==> config.mk <==
export PLATFORM = sky130hd
export DESIGN_NAME = igmp_host_membership_timers_unit
export DESIGN_NICKNAME = d
export VERILOG_FILES = /design/src/sv/ihmt_pkg.sv /design/src/sv/ihmt_regs.sv /design/src/sv/ihmt_table_mem.sv /design/src/sv/ihmt_seq.sv /design/src/sv/igmp_host_membership_timers_unit.sv
export SDC_FILE = /design/constraint.sdc
export NUM_CORES = 2
export LEC_CHECK = 0
export BUFFER_PORTS_ARGS = -buffer_cell sky130_fd_sc_hd__buf_2
export CORE_MARGIN = 1
export CORE_UTILIZATION = 56
export DETAILED_ROUTE_END_ITERATION = 10
export PLACE_DENSITY_LB_ADDON = 0.1
export SKIP_CTS_REPAIR_TIMING = 1
export SYNTH_ARGS = -nofsm -noshare
export SYNTH_HDL_FRONTEND = slang
export SYNTH_SLANG_ARGS = --single-unit
==> constraint.sdc <==
create_clock -name clk -period 4.7 [get_ports clk]
set_input_delay 0.705 -clock clk [delete_from_list [all_inputs] [get_ports clk]]
set_output_delay 0.705 -clock clk [all_outputs]
set_load 0.05 [all_outputs]
==> src/sv/ihmt_pkg.sv <==
// ----------------------------------------------------------------------------
// ihmt_pkg
// Types, codes and reset values shared by the membership timer block.
// ----------------------------------------------------------------------------
package ihmt_pkg;

  localparam int GROUP_BITS = 32;
  localparam int IFACE_BITS = 4;
  localparam int MASK_BITS  = 6;
  localparam int SEED_BITS  = 16;
  localparam int CMD_BITS   = 3;
  localparam int ADDR_BITS  = 4;
  localparam int DATA_BITS  = 32;

  localparam int TABLE_DEPTH_DEFAULT = 32;
  localparam int TIMER_BITS_DEFAULT  = 6;

  localparam logic [GROUP_BITS-1:0] ALL_HOSTS_RESET = 32'hE000_0001;
  localparam logic [IFACE_BITS-1:0] LOOPBACK_RESET  = 4'd0;
  localparam logic [MASK_BITS-1:0]  MASK_RESET      = 6'd63;
  localparam logic [SEED_BITS-1:0]  SEED_RESET      = 16'd44257;
  localparam logic [SEED_BITS-1:0]  LFSR_TAPS       = 16'hB400;
  localparam logic [3:0]            CLASS_D_PREFIX  = 4'hE;

  localparam logic [CMD_BITS-1:0] CMD_JOIN   = 3'd0;
  localparam logic [CMD_BITS-1:0] CMD_LEAVE  = 3'd1;
  localparam logic [CMD_BITS-1:0] CMD_QUERY  = 3'd2;
  localparam logic [CMD_BITS-1:0] CMD_REPORT = 3'd3;
  localparam logic [CMD_BITS-1:0] CMD_TICK   = 3'd4;

  localparam logic [1:0] REG_ALL_HOSTS = 2'd0;
  localparam logic [1:0] REG_LOOPBACK  = 2'd1;
  localparam logic [1:0] REG_MASK      = 2'd2;
  localparam logic [1:0] REG_SEED      = 2'd3;

  typedef enum logic [2:0] {
    STAT_OK        = 3'd0,
    STAT_LOOPBACK  = 3'd1,
    STAT_BAD_QUERY = 3'd2,
    STAT_BAD_REPORT = 3'd3,
    STAT_BAD_PACKET = 3'd4,
    STAT_FULL      = 3'd5,
    STAT_NOT_FOUND = 3'd6
  } status_t;

  typedef enum logic [1:0] {
    S_IDLE,
    S_SCAN,
    S_DONE
  } state_t;

  typedef struct packed {
    logic [CMD_BITS-1:0]   command;
    logic [GROUP_BITS-1:0] group_addr;
    logic [GROUP_BITS-1:0] dest_addr;
    logic [IFACE_BITS-1:0] iface;
    logic                  packet_ok;
  } cmd_t;

  typedef struct packed {
    logic                  report_valid;
    logic [GROUP_BITS-1:0] report_group;
    logic [IFACE_BITS-1:0] report_iface;
    logic [2:0]            status;
    logic                  last;
  } res_t;

  typedef struct packed {
    logic [GROUP_BITS-1:0] all_hosts_group;
    logic [IFACE_BITS-1:0] loopback_iface;
    logic [MASK_BITS-1:0]  delay_mask;
    logic                  seed_load;
    logic [SEED_BITS-1:0]  seed_value;
  } cfg_t;

endpackage

==> src/sv/ihmt_regs.sv <==
// ----------------------------------------------------------------------------
// ihmt_regs
// APB-style configuration registers; a seed write also reloads the generator.
// ----------------------------------------------------------------------------
module ihmt_regs (
  input  logic                            clk,
  input  logic                            rst,
  input  logic                            psel,
  input  logic                            penable,
  input  logic                            pwrite,
  input  logic [ihmt_pkg::ADDR_BITS-1:0]  paddr,
  input  logic [ihmt_pkg::DATA_BITS-1:0]  pwdata,
  output logic [ihmt_pkg::DATA_BITS-1:0]  prdata,
  output logic                            pready,
  output ihmt_pkg::cfg_t                  cfg
);

  logic [ihmt_pkg::GROUP_BITS-1:0] all_hosts_group;
  logic [ihmt_pkg::IFACE_BITS-1:0] loopback_iface;
  logic [ihmt_pkg::MASK_BITS-1:0]  delay_mask;
  logic [ihmt_pkg::SEED_BITS-1:0]  random_seed;
  logic                            wr_strobe;
  logic [1:0]                      reg_index;

  assign pready    = 1'b1;
  assign wr_strobe = psel && penable && pwrite;
  assign reg_index = paddr[3:2];

  always_ff @(posedge clk) begin
    if (rst) begin
      all_hosts_group <= ihmt_pkg::ALL_HOSTS_RESET;
      loopback_iface  <= ihmt_pkg::LOOPBACK_RESET;
      delay_mask      <= ihmt_pkg::MASK_RESET;
      random_seed     <= ihmt_pkg::SEED_RESET;
    end else if (wr_strobe) begin
      unique case (reg_index)
        ihmt_pkg::REG_ALL_HOSTS: all_hosts_group <= pwdata;
        ihmt_pkg::REG_LOOPBACK:  loopback_iface  <= pwdata[ihmt_pkg::IFACE_BITS-1:0];
        ihmt_pkg::REG_MASK:      delay_mask      <= pwdata[ihmt_pkg::MASK_BITS-1:0];
        ihmt_pkg::REG_SEED:      random_seed     <= pwdata[ihmt_pkg::SEED_BITS-1:0];
        default: ;
      endcase
    end
  end

  always_comb begin
    unique case (reg_index)
      ihmt_pkg::REG_ALL_HOSTS: prdata = all_hosts_group;
      ihmt_pkg::REG_LOOPBACK:  prdata = 32'(loopback_iface);
      ihmt_pkg::REG_MASK:      prdata = 32'(delay_mask);
      ihmt_pkg::REG_SEED:      prdata = 32'(random_seed);
      default:                 prdata = '0;
    endcase
  end

  always_comb begin
    cfg.all_hosts_group = all_hosts_group;
    cfg.loopback_iface  = loopback_iface;
    cfg.delay_mask      = delay_mask;
    cfg.seed_load       = wr_strobe && (reg_index == ihmt_pkg::REG_SEED);
    cfg.seed_value      = pwdata[ihmt_pkg::SEED_BITS-1:0];
  end

endmodule

==> src/sv/ihmt_table_mem.sv <==
// ----------------------------------------------------------------------------
// ihmt_table_mem
// Membership entry memory: one write port, one read port, registered read.
// ----------------------------------------------------------------------------
module ihmt_table_mem #(
  parameter int DEPTH = ihmt_pkg::TABLE_DEPTH_DEFAULT,
  parameter int WIDTH = 36 + ihmt_pkg::TIMER_BITS_DEFAULT
) (
  input  logic                     clk,
  input  logic                     wr_en,
  input  logic [$clog2(DEPTH)-1:0] wr_addr,
  input  logic [WIDTH-1:0]         wr_data,
  input  logic                     rd_en,
  input  logic [$clog2(DEPTH)-1:0] rd_addr,
  output logic [WIDTH-1:0]         rd_data
);

  logic [WIDTH-1:0] mem [DEPTH];

  always_ff @(posedge clk) begin
    if (wr_en) begin
      mem[wr_addr] <= wr_data;
    end
  end

  always_ff @(posedge clk) begin
    if (rd_en) begin
      rd_data <= mem[rd_addr];
    end
  end

endmodule

==> src/sv/ihmt_seq.sv <==
// ----------------------------------------------------------------------------
// ihmt_seq
// Command sequencer: walks the entry memory at most once per item, read-modify-write,
// holds valid bits, the delay generator and the result register.
// ----------------------------------------------------------------------------
module ihmt_seq #(
  parameter int TABLE_DEPTH = ihmt_pkg::TABLE_DEPTH_DEFAULT,
  parameter int TIMER_BITS  = ihmt_pkg::TIMER_BITS_DEFAULT,
  parameter int AW          = $clog2(TABLE_DEPTH),
  parameter int EW          = ihmt_pkg::GROUP_BITS + ihmt_pkg::IFACE_BITS + TIMER_BITS
) (
  input  logic           clk,
  input  logic           rst,
  input  ihmt_pkg::cfg_t cfg,
  input  logic           cmd_valid,
  output logic           cmd_ready,
  input  ihmt_pkg::cmd_t cmd,
  output logic           res_valid,
  input  logic           res_ready,
  output ihmt_pkg::res_t res,
  output logic           mem_wr_en,
  output logic [AW-1:0]  mem_wr_addr,
  output logic [EW-1:0]  mem_wr_data,
  output logic           mem_rd_en,
  output logic [AW-1:0]  mem_rd_addr,
  input  logic [EW-1:0]  mem_rd_data
);

  localparam int DW = (TIMER_BITS > ihmt_pkg::MASK_BITS) ? TIMER_BITS + 1
                                                         : ihmt_pkg::MASK_BITS + 1;
  localparam logic [TIMER_BITS-1:0] TIMER_MAX = '1;
  localparam logic [AW-1:0]         LAST_IDX  = AW'(TABLE_DEPTH - 1);

  ihmt_pkg::state_t  state, state_next;
  ihmt_pkg::cmd_t    cur, cur_next;
  ihmt_pkg::status_t status_q, status_next;
  ihmt_pkg::res_t    out_data, out_data_next;
  logic [AW-1:0]     idx, idx_next;
  logic [AW-1:0]     free_idx, free_idx_next;
  logic              found, found_next;
  logic              free_found, free_found_next;
  logic              hold_valid, hold_valid_next;
  logic [ihmt_pkg::GROUP_BITS-1:0] hold_group, hold_group_next;
  logic [ihmt_pkg::IFACE_BITS-1:0] hold_iface, hold_iface_next;
  logic              running, running_next;
  logic [ihmt_pkg::SEED_BITS-1:0] lfsr, lfsr_next, lfsr_step;
  logic [TABLE_DEPTH-1:0] valid_bits, valid_next;
  logic              out_valid, out_valid_next;

  logic              out_free;
  logic [DW-1:0]     draw_wide;
  logic [TIMER_BITS-1:0] draw;
  logic [ihmt_pkg::GROUP_BITS-1:0] e_group;
  logic [ihmt_pkg::IFACE_BITS-1:0] e_iface;
  logic [TIMER_BITS-1:0] e_timer, e_timer_dec;
  logic              e_valid, e_match, scan_needed;
  ihmt_pkg::status_t pre_status;

  function automatic ihmt_pkg::res_t make_res(
    input logic                            rv,
    input logic [ihmt_pkg::GROUP_BITS-1:0] grp,
    input logic [ihmt_pkg::IFACE_BITS-1:0] ifc,
    input ihmt_pkg::status_t               st,
    input logic                            lst
  );
    ihmt_pkg::res_t r;
    r.report_valid = rv;
    r.report_group = rv ? grp : '0;
    r.report_iface = rv ? ifc : '0;
    r.status       = st;
    r.last         = lst;
    return r;
  endfunction

  assign cmd_ready = (state == ihmt_pkg::S_IDLE);
  assign res_valid = out_valid;
  assign res       = out_data;
  assign out_free  = !out_valid || res_ready;

  assign draw_wide = DW'(cfg.delay_mask & lfsr[ihmt_pkg::MASK_BITS-1:0]) + DW'(1);
  assign draw      = (draw_wide > DW'(TIMER_MAX)) ? TIMER_MAX : draw_wide[TIMER_BITS-1:0];
  assign lfsr_step = {1'b0, lfsr[ihmt_pkg::SEED_BITS-1:1]}
                   ^ (lfsr[0] ? ihmt_pkg::LFSR_TAPS : '0);

  assign e_timer     = mem_rd_data[TIMER_BITS-1:0];
  assign e_iface     = mem_rd_data[TIMER_BITS +: ihmt_pkg::IFACE_BITS];
  assign e_group     = mem_rd_data[EW-1 -: ihmt_pkg::GROUP_BITS];
  assign e_timer_dec = e_timer - TIMER_BITS'(1);
  assign e_valid     = valid_bits[idx];
  assign e_match     = e_valid && (e_group == cur.group_addr) && (e_iface == cur.iface);

  always_comb begin
    pre_status  = ihmt_pkg::STAT_OK;
    scan_needed = 1'b0;
    case (cmd.command)
      ihmt_pkg::CMD_JOIN, ihmt_pkg::CMD_LEAVE: begin
        scan_needed = 1'b1;
      end
      ihmt_pkg::CMD_QUERY: begin
        if (!cmd.packet_ok) begin
          pre_status = ihmt_pkg::STAT_BAD_PACKET;
        end else if (cmd.iface == cfg.loopback_iface) begin
          pre_status = ihmt_pkg::STAT_LOOPBACK;
        end else if (cmd.dest_addr != cfg.all_hosts_group) begin
          pre_status = ihmt_pkg::STAT_BAD_QUERY;
        end else begin
          scan_needed = 1'b1;
        end
      end
      ihmt_pkg::CMD_REPORT: begin
        if (!cmd.packet_ok) begin
          pre_status = ihmt_pkg::STAT_BAD_PACKET;
        end else if (cmd.iface == cfg.loopback_iface) begin
          pre_status = ihmt_pkg::STAT_LOOPBACK;
        end else if ((cmd.group_addr[31:28] != ihmt_pkg::CLASS_D_PREFIX) ||
                     (cmd.group_addr != cmd.dest_addr)) begin
          pre_status = ihmt_pkg::STAT_BAD_REPORT;
        end else begin
          scan_needed = 1'b1;
        end
      end
      ihmt_pkg::CMD_TICK: begin
        scan_needed = running;
      end
      default: ;
    endcase
  end

  always_comb begin
    state_next      = state;
    cur_next        = cur;
    status_next     = status_q;
    idx_next        = idx;
    free_idx_next   = free_idx;
    found_next      = found;
    free_found_next = free_found;
    hold_valid_next = hold_valid;
    hold_group_next = hold_group;
    hold_iface_next = hold_iface;
    running_next    = running;
    lfsr_next       = lfsr;
    valid_next      = valid_bits;
    out_valid_next  = out_valid && !res_ready;
    out_data_next   = out_data;
    mem_rd_en       = 1'b0;
    mem_rd_addr     = '0;
    mem_wr_en       = 1'b0;
    mem_wr_addr     = idx;
    mem_wr_data     = {e_group, e_iface, e_timer};

    unique case (state)
      ihmt_pkg::S_IDLE: begin
        if (cmd_valid) begin
          cur_next        = cmd;
          status_next     = pre_status;
          idx_next        = '0;
          found_next      = 1'b0;
          free_found_next = 1'b0;
          hold_valid_next = 1'b0;
          mem_rd_en       = 1'b1;
          if ((cmd.command == ihmt_pkg::CMD_TICK) && running) begin
            running_next = 1'b0;
          end
          state_next = scan_needed ? ihmt_pkg::S_SCAN : ihmt_pkg::S_DONE;
        end
      end

      ihmt_pkg::S_SCAN: begin
        logic stall;
        stall = 1'b0;
        case (cur.command)
          ihmt_pkg::CMD_JOIN: begin
            if (e_match) begin
              found_next = 1'b1;
            end
            if (!e_valid && !free_found) begin
              free_found_next = 1'b1;
              free_idx_next   = idx;
            end
          end
          ihmt_pkg::CMD_LEAVE: begin
            if (e_match) begin
              found_next      = 1'b1;
              valid_next[idx] = 1'b0;
            end
          end
          ihmt_pkg::CMD_QUERY: begin
            if (e_valid && (e_iface == cur.iface) && (e_timer == '0) &&
                (e_group != cfg.all_hosts_group)) begin
              mem_wr_en    = 1'b1;
              mem_wr_data  = {e_group, e_iface, draw};
              lfsr_next    = lfsr_step;
              running_next = 1'b1;
            end
          end
          ihmt_pkg::CMD_REPORT: begin
            if (e_match) begin
              mem_wr_en   = 1'b1;
              mem_wr_data = {e_group, e_iface, TIMER_BITS'(0)};
            end
          end
          default: begin
            if (e_valid && (e_timer != '0)) begin
              if (e_timer_dec == '0) begin
                if (hold_valid && !out_free) begin
                  stall = 1'b1;
                end else begin
                  if (hold_valid) begin
                    out_valid_next = 1'b1;
                    out_data_next  = make_res(1'b1, hold_group, hold_iface,
                                              ihmt_pkg::STAT_OK, 1'b0);
                  end
                  hold_valid_next = 1'b1;
                  hold_group_next = e_group;
                  hold_iface_next = e_iface;
                end
              end else begin
                running_next = 1'b1;
              end
              if (!stall) begin
                mem_wr_en   = 1'b1;
                mem_wr_data = {e_group, e_iface, e_timer_dec};
              end
            end
          end
        endcase
        if (!stall) begin
          if (idx == LAST_IDX) begin
            state_next = ihmt_pkg::S_DONE;
          end else begin
            idx_next    = idx + AW'(1);
            mem_rd_en   = 1'b1;
            mem_rd_addr = idx + AW'(1);
          end
        end
      end

      ihmt_pkg::S_DONE: begin
        if (out_free) begin
          out_valid_next = 1'b1;
          state_next     = ihmt_pkg::S_IDLE;
          out_data_next  = make_res(1'b0, '0, '0, status_q, 1'b1);
          case (cur.command)
            ihmt_pkg::CMD_JOIN: begin
              if (found) begin
                out_data_next = make_res(1'b0, '0, '0, ihmt_pkg::STAT_OK, 1'b1);
              end else if (!free_found) begin
                out_data_next = make_res(1'b0, '0, '0, ihmt_pkg::STAT_FULL, 1'b1);
              end else begin
                valid_next[free_idx] = 1'b1;
                mem_wr_en   = 1'b1;
                mem_wr_addr = free_idx;
                mem_wr_data = {cur.group_addr, cur.iface, TIMER_BITS'(0)};
                if (cur.group_addr == cfg.all_hosts_group) begin
                  out_data_next = make_res(1'b0, '0, '0, ihmt_pkg::STAT_OK, 1'b1);
                end else if (cur.iface == cfg.loopback_iface) begin
                  out_data_next = make_res(1'b0, '0, '0, ihmt_pkg::STAT_LOOPBACK, 1'b1);
                end else begin
                  mem_wr_data   = {cur.group_addr, cur.iface, draw};
                  lfsr_next     = lfsr_step;
                  running_next  = 1'b1;
                  out_data_next = make_res(1'b1, cur.group_addr, cur.iface,
                                           ihmt_pkg::STAT_OK, 1'b1);
                end
              end
            end
            ihmt_pkg::CMD_LEAVE: begin
              out_data_next = make_res(1'b0, '0, '0,
                                       found ? ihmt_pkg::STAT_OK : ihmt_pkg::STAT_NOT_FOUND,
                                       1'b1);
            end
            ihmt_pkg::CMD_TICK: begin
              if (hold_valid) begin
                out_data_next = make_res(1'b1, hold_group, hold_iface,
                                         ihmt_pkg::STAT_OK, 1'b1);
              end
            end
            default: ;
          endcase
        end
      end

      default: state_next = ihmt_pkg::S_IDLE;
    endcase

    if (cfg.seed_load) begin
      lfsr_next = (cfg.seed_value == '0) ? ihmt_pkg::SEED_BITS'(1) : cfg.seed_value;
    end
  end

  always_ff @(posedge clk) begin
    if (rst) begin
      state      <= ihmt_pkg::S_IDLE;
      running    <= 1'b0;
      lfsr       <= ihmt_pkg::SEED_RESET;
      valid_bits <= '0;
      out_valid  <= 1'b0;
      hold_valid <= 1'b0;
    end else begin
      state      <= state_next;
      running    <= running_next;
      lfsr       <= lfsr_next;
      valid_bits <= valid_next;
      out_valid  <= out_valid_next;
      hold_valid <= hold_valid_next;
    end
  end

  always_ff @(posedge clk) begin
    cur        <= cur_next;
    status_q   <= status_next;
    idx        <= idx_next;
    free_idx   <= free_idx_next;
    found      <= found_next;
    free_found <= free_found_next;
    hold_group <= hold_group_next;
    hold_iface <= hold_iface_next;
    out_data   <= out_data_next;
  end

endmodule

==> src/sv/igmp_host_membership_timers_unit.sv <==
// ----------------------------------------------------------------------------
// igmp_host_membership_timers_unit
// IGMPv1 host membership table with per-group report timers.
// ----------------------------------------------------------------------------
// An item that walks the table (join, leave, a valid query or report, or a
// tick while timers run) reads one entry at a time through the single read
// port of the entry memory, between an accept step and a finish step; any
// other item goes from accept straight to finish. A result held back on the
// result channel stalls the item. Entries are valid only after a join, so no
// clearing pass follows reset.
module igmp_host_membership_timers_unit #(
  parameter int TABLE_DEPTH = ihmt_pkg::TABLE_DEPTH_DEFAULT,
  parameter int TIMER_BITS  = ihmt_pkg::TIMER_BITS_DEFAULT
) (
  input  logic                           clk,
  input  logic                           rst,
  input  logic                           psel,
  input  logic                           penable,
  input  logic                           pwrite,
  input  logic [ihmt_pkg::ADDR_BITS-1:0] paddr,
  input  logic [ihmt_pkg::DATA_BITS-1:0] pwdata,
  output logic [ihmt_pkg::DATA_BITS-1:0] prdata,
  output logic                           pready,
  input  logic                           cmd_valid,
  output logic                           cmd_ready,
  input  ihmt_pkg::cmd_t                 cmd,
  output logic                           res_valid,
  input  logic                           res_ready,
  output ihmt_pkg::res_t                 res
);

  localparam int AW = $clog2(TABLE_DEPTH);
  localparam int EW = ihmt_pkg::GROUP_BITS + ihmt_pkg::IFACE_BITS + TIMER_BITS;

  ihmt_pkg::cfg_t cfg;
  logic           mem_wr_en;
  logic [AW-1:0]  mem_wr_addr;
  logic [EW-1:0]  mem_wr_data;
  logic           mem_rd_en;
  logic [AW-1:0]  mem_rd_addr;
  logic [EW-1:0]  mem_rd_data;

  ihmt_regs u_regs (
    .clk     (clk),
    .rst     (rst),
    .psel    (psel),
    .penable (penable),
    .pwrite  (pwrite),
    .paddr   (paddr),
    .pwdata  (pwdata),
    .prdata  (prdata),
    .pready  (pready),
    .cfg     (cfg)
  );

  ihmt_table_mem #(
    .DEPTH (TABLE_DEPTH),
    .WIDTH (EW)
  ) u_mem (
    .clk     (clk),
    .wr_en   (mem_wr_en),
    .wr_addr (mem_wr_addr),
    .wr_data (mem_wr_data),
    .rd_en   (mem_rd_en),
    .rd_addr (mem_rd_addr),
    .rd_data (mem_rd_data)
  );

  ihmt_seq #(
    .TABLE_DEPTH (TABLE_DEPTH),
    .TIMER_BITS  (TIMER_BITS),
    .AW          (AW),
    .EW          (EW)
  ) u_seq (
    .clk         (clk),
    .rst         (rst),
    .cfg         (cfg),
    .cmd_valid   (cmd_valid),
    .cmd_ready   (cmd_ready),
    .cmd         (cmd),
    .res_valid   (res_valid),
    .res_ready   (res_ready),
    .res         (res),
    .mem_wr_en   (mem_wr_en),
    .mem_wr_addr (mem_wr_addr),
    .mem_wr_data (mem_wr_data),
    .mem_rd_en   (mem_rd_en),
    .mem_rd_addr (mem_rd_addr),
    .mem_rd_data (mem_rd_data)
  );

endmodule
==> key figures <==
Routing
  • Vias: 42,080
  • Final WL: 194,600 um
  • DR WL/cell: 29.88 um
  • DRT iter0 DRCs: 4,694
  • Routed vias/inst: 6.459
  • Post-route ant nets: 0
  • First-pass iteration count of the detailed router: 5
  • DRC Markers: 0

Timing
  • Period utilisation layout: 94.09%
  • Setup TNS: 0 ps
  • Worst Tran Pin Value: 1277 ps
  • RSZ-0062 raised after global routing: no
  • Clk_skew: 30.51 ps
  • Final setup fails: 0
  • Max Fclk: 226.1 MHz
  • Fin. Hold Viols: 0
  • Worst slew margin: 14.86%
  • Final min period: 4422 ps
  • Max-slew violation count: 0

Global route
  • Total GRT Usage: 32.01%
  • Global-route wire length before repair: 278,700 um
  • Largest net degree at the start of global routing: 129
  • Overflow after GRT: 0
  • Initial antenna violation count: 8
  • Number of global-route vias before repair: 40,260

Synth
  • Synth area leaders: edfxtp_1 68%, mux2i_1 5.5%, dfxtp_1 3.3%, a211oi_1 2.4%, nand2_1 2.3%
  • Cells after synthesis: 4,479
  • Async S/R FF share, synth: 0%
  • Synth Area per Inst: 14.96 um2
  • Net count after synthesis: 4,607
  • Post-synthesis sequential area ratio: 71.30%
  • Synth cell types: 85
  • Flops & latches, synth: 1,628
  • Number of synthesized flops with an enable pin: 1,517
  • Top-area cell type share of the netlist area: 67.99%
  • Cell taking the most area after synthesis: edfxtp_1
  • Top FF cell, synth: edfxtp_1
  • Warnings from Yosys: 0
  • Synth Cell Area: 67,000 um2

CTS
  • CTS tree: done
  • Worst-case clock buffer depth: 3
  • Total CTS buffers: 166
  • Root Driver: clkbuf_16
  • Clock sink total: 1,628
  • Clk slew on worst S/H paths: 60 ps
  • Clock Latency Late Sink: 780 ps
  • CTS H-tree depth: 4

Critical path
  • Data required time of the critical path: 5260 ps
  • Worst Path Arrival: 4980 ps
  • CP cell instances: buf_4, mux2i_1, o21ai_0, nor3_1, o211ai_2, nand2b_1, nand2_2, a221o_1, o22ai_1, o32a_1
  • Worst reg2reg startpoint: u_seq.idx[1]
  • Crit path max fanout: 13
  • Critical R2R Capture: u_mem.rd_data[2]
  • Startpoint Class: flip-flop
  • Max stage delay cell, worst path: edfxtp_1
  • CP max stage delay: 870 ps
  • Worst r2r path cells: 10
  • Crit. End Element: flip-flop
  • Worst setup path category: reg -> reg
  • Flop2flop setup slack: 280 ps

Placement
  • Post-placement cell area: 72,340 um2
  • Gp weighted congestion: 0.8673
  • IO Port Bufs: 187
  • Detailed placer's ending HPWL: 120,600 um

Cells and area
  • Fin area: 77,510 um2
  • Multi-input gate area: 18,290 um2
  • # fillers: 8,506
  • Sequential standard cell area: 47,780 um2
  • Final Net Count: 4,911
  • Final core occ: 65.47%
  • Layout cells sized above 1: 16.28%
  • Layout area overhead: 15.68%

Floorplanning
  • Die Ht: 347.9 um
  • Row count: 126
  • Initial Util: 56.59%
  • Top Ports: 191
  • Die Width: 347.9 um
  • Die Footprint: 121,000 um2
  • Core area: 118,400 um2

Status
  • Outcome: finished clean

Pwr
  • Worst vdd ir: 0.3729 mV
  • Pleak: 0.02612 uW
  • P per Cell Area: 447.6 nW/um2

Worst hold path
  • Worst min path class: in -> reg
  • Hold Path Depth: 1
  • Hold Path Sink: u_seq.cur[66]
  • Min-delay src: cmd[66]

Job
  • Max-cap viol count: 0
state kept, by name (all words and copies together), names as in the netlist, 2 cells and up:
name                    cells
u_mem.mem                1344
u_mem.rd_data              42
u_seq.res                  41
u_seq.cur                  39
u_regs.all_hosts_group     32
u_seq.hold_group           32
u_seq.valid_bits           32
u_regs.random_seed         16
u_seq.lfsr                 16
u_regs.delay_mask           6
u_seq.free_idx              5
u_seq.idx                   5
u_regs.loopback_iface       4
u_seq.hold_iface            4
u_seq.status_q              3
u_seq.state                 2
metal layers:
layer	vias to the layer above	track usage, %	share of wire, %
met3	351	4.750	9.0
met4	0	12.34	3.8
met2	2218	50.39	47
met1	21315	45.30	41
li1	18196	-	-
met5	-	0	0
power breakdown:
group / switching (uW) / internal [uW]
clock network: 5440 / 7200
registers: 337 / 17000
logic: 3330 / 1430
total: 9110 / 25600
synth_stat cells, types with 31 or more instances:
cell type	n
a211oi_1	213
a21o_1	38
a21oi_1	154
a221o_1	42
a22o_1	121
a311oi_1	38
a31oi_1	43
and2_1	53
buf_2	52
clkbuf_1	221
dfxtp_1	111
edfxtp_1	1517
mux2_2	53
mux2i_1	366
nand2_1	415
nand3_1	71
nand4_1	31
nor2_1	127
nor2b_1	88
nor4_1	36
o21ai_0	32
o221ai_1	39
o22ai_1	83
o32a_1	75
xnor2_1	77
xor2_1	106
cell type report:
| type | instances | area share, % |
|---|---|---|
| flip-flops and latches | 1628 | 61.64 |
| multi-input cells | 2515 | 23.60 |
| clock buffers | 211 | 5.713 |
| repair buffers | 445 | 5.385 |
| well taps | 1600 | 2.583 |
| clock inverters | 87 | 0.9475 |
| inverters | 27 | 0.1308 |
| diodes | 2 | 0.006457 |
logic make-up after synthesis:
| group | count (synthesis) | synth area share, % |
|---|---|---|
| flops | 1628 | 71.30 |
| fa+ha+maj | 13 | 0.2428 |
| simple gates | 911 | 6.390 |
| buf+inv | 336 | 2.043 |
| compound gates | 980 | 11.01 |
| other cells | 1 | 0.005597 |
| mux | 427 | 6.611 |
| xor+xnor | 183 | 2.392 |
per-stage QoR:
| stage | worst slack (ps) | cells | total power [uW] | hold WS [ps] |
|---|---|---|---|---|
| 2_1_floorplan | -1.210 | 4479 | 20340 | 420.6 |
| 3_3_place_gp | 452.6 | 6215 | 22180 | 439.1 |
| 3_5_place_dp | 373.2 | 6215 | 22250 | 442.4 |
| 4_1_cts | 341.9 | 6513 | 34730 | 74.00 |
| 5_1_grt | 162.3 | 6514 | 35630 | 110.5 |
| 6_report | 277.7 | 6515 | 34690 | 127.4 |
layout by cell type, fill, tap and decap left out, types with 38 or more instances in the layout:
cell,synthesis,final
a211oi_1,213,212
a21o_1,38,38
a21oi_1,154,153
a221o_1,42,42
a22o_1,121,121
a311oi_1,38,38
a31oi_1,43,42
and2_1,53,53
buf_12,0,104
buf_2,52,187
buf_4,1,154
clkbuf_1,221,39
clkbuf_16,0,170
dfxtp_1,111,111
edfxtp_1,1517,1517
mux2_2,53,53
mux2i_1,366,366
nand2_1,415,412
nand3_1,71,69
nor2_1,127,93
nor2b_1,88,87
o221ai_1,39,38
o22ai_1,83,83
o32a_1,75,75
xnor2_1,77,77
xor2_1,106,105
worst max-delay path by stage:
| stage | to | startpoint | slack, ps | cells after the start |
|---|---|---|---|---|
| CTS | u_mem.rd_data[41] | u_seq.idx[1] | 340 | 13 |
| detailed placement | u_mem.rd_data[41] | u_seq.idx[1] | 370 | 13 |
| global route | u_mem.rd_data[41] | u_seq.idx[1] | 160 | 13 |
| global placement | u_mem.rd_data[41] | u_seq.idx[1] | 450 | 13 |
| floorplan | u_mem.mem[11][0] | u_seq.idx[3] | -1 | 10 |
| finish | u_mem.rd_data[2] | u_seq.idx[1] | 280 | 10 |
worst max-delay path: cells and delay by family, from the launching register on:
| family | cells | cell delay [ps] |
|---|---|---|
| buffers and inverters | 1 | 250 |
| flip-flops | 1 | 870 |
| AND/OR/NAND/NOR | 3 | 1310 |
| AO/OA/AOI/OAI | 5 | 1580 |
| multiplexers | 1 | 170 |
Note: power is estimated with default switching activity, not from simulation.
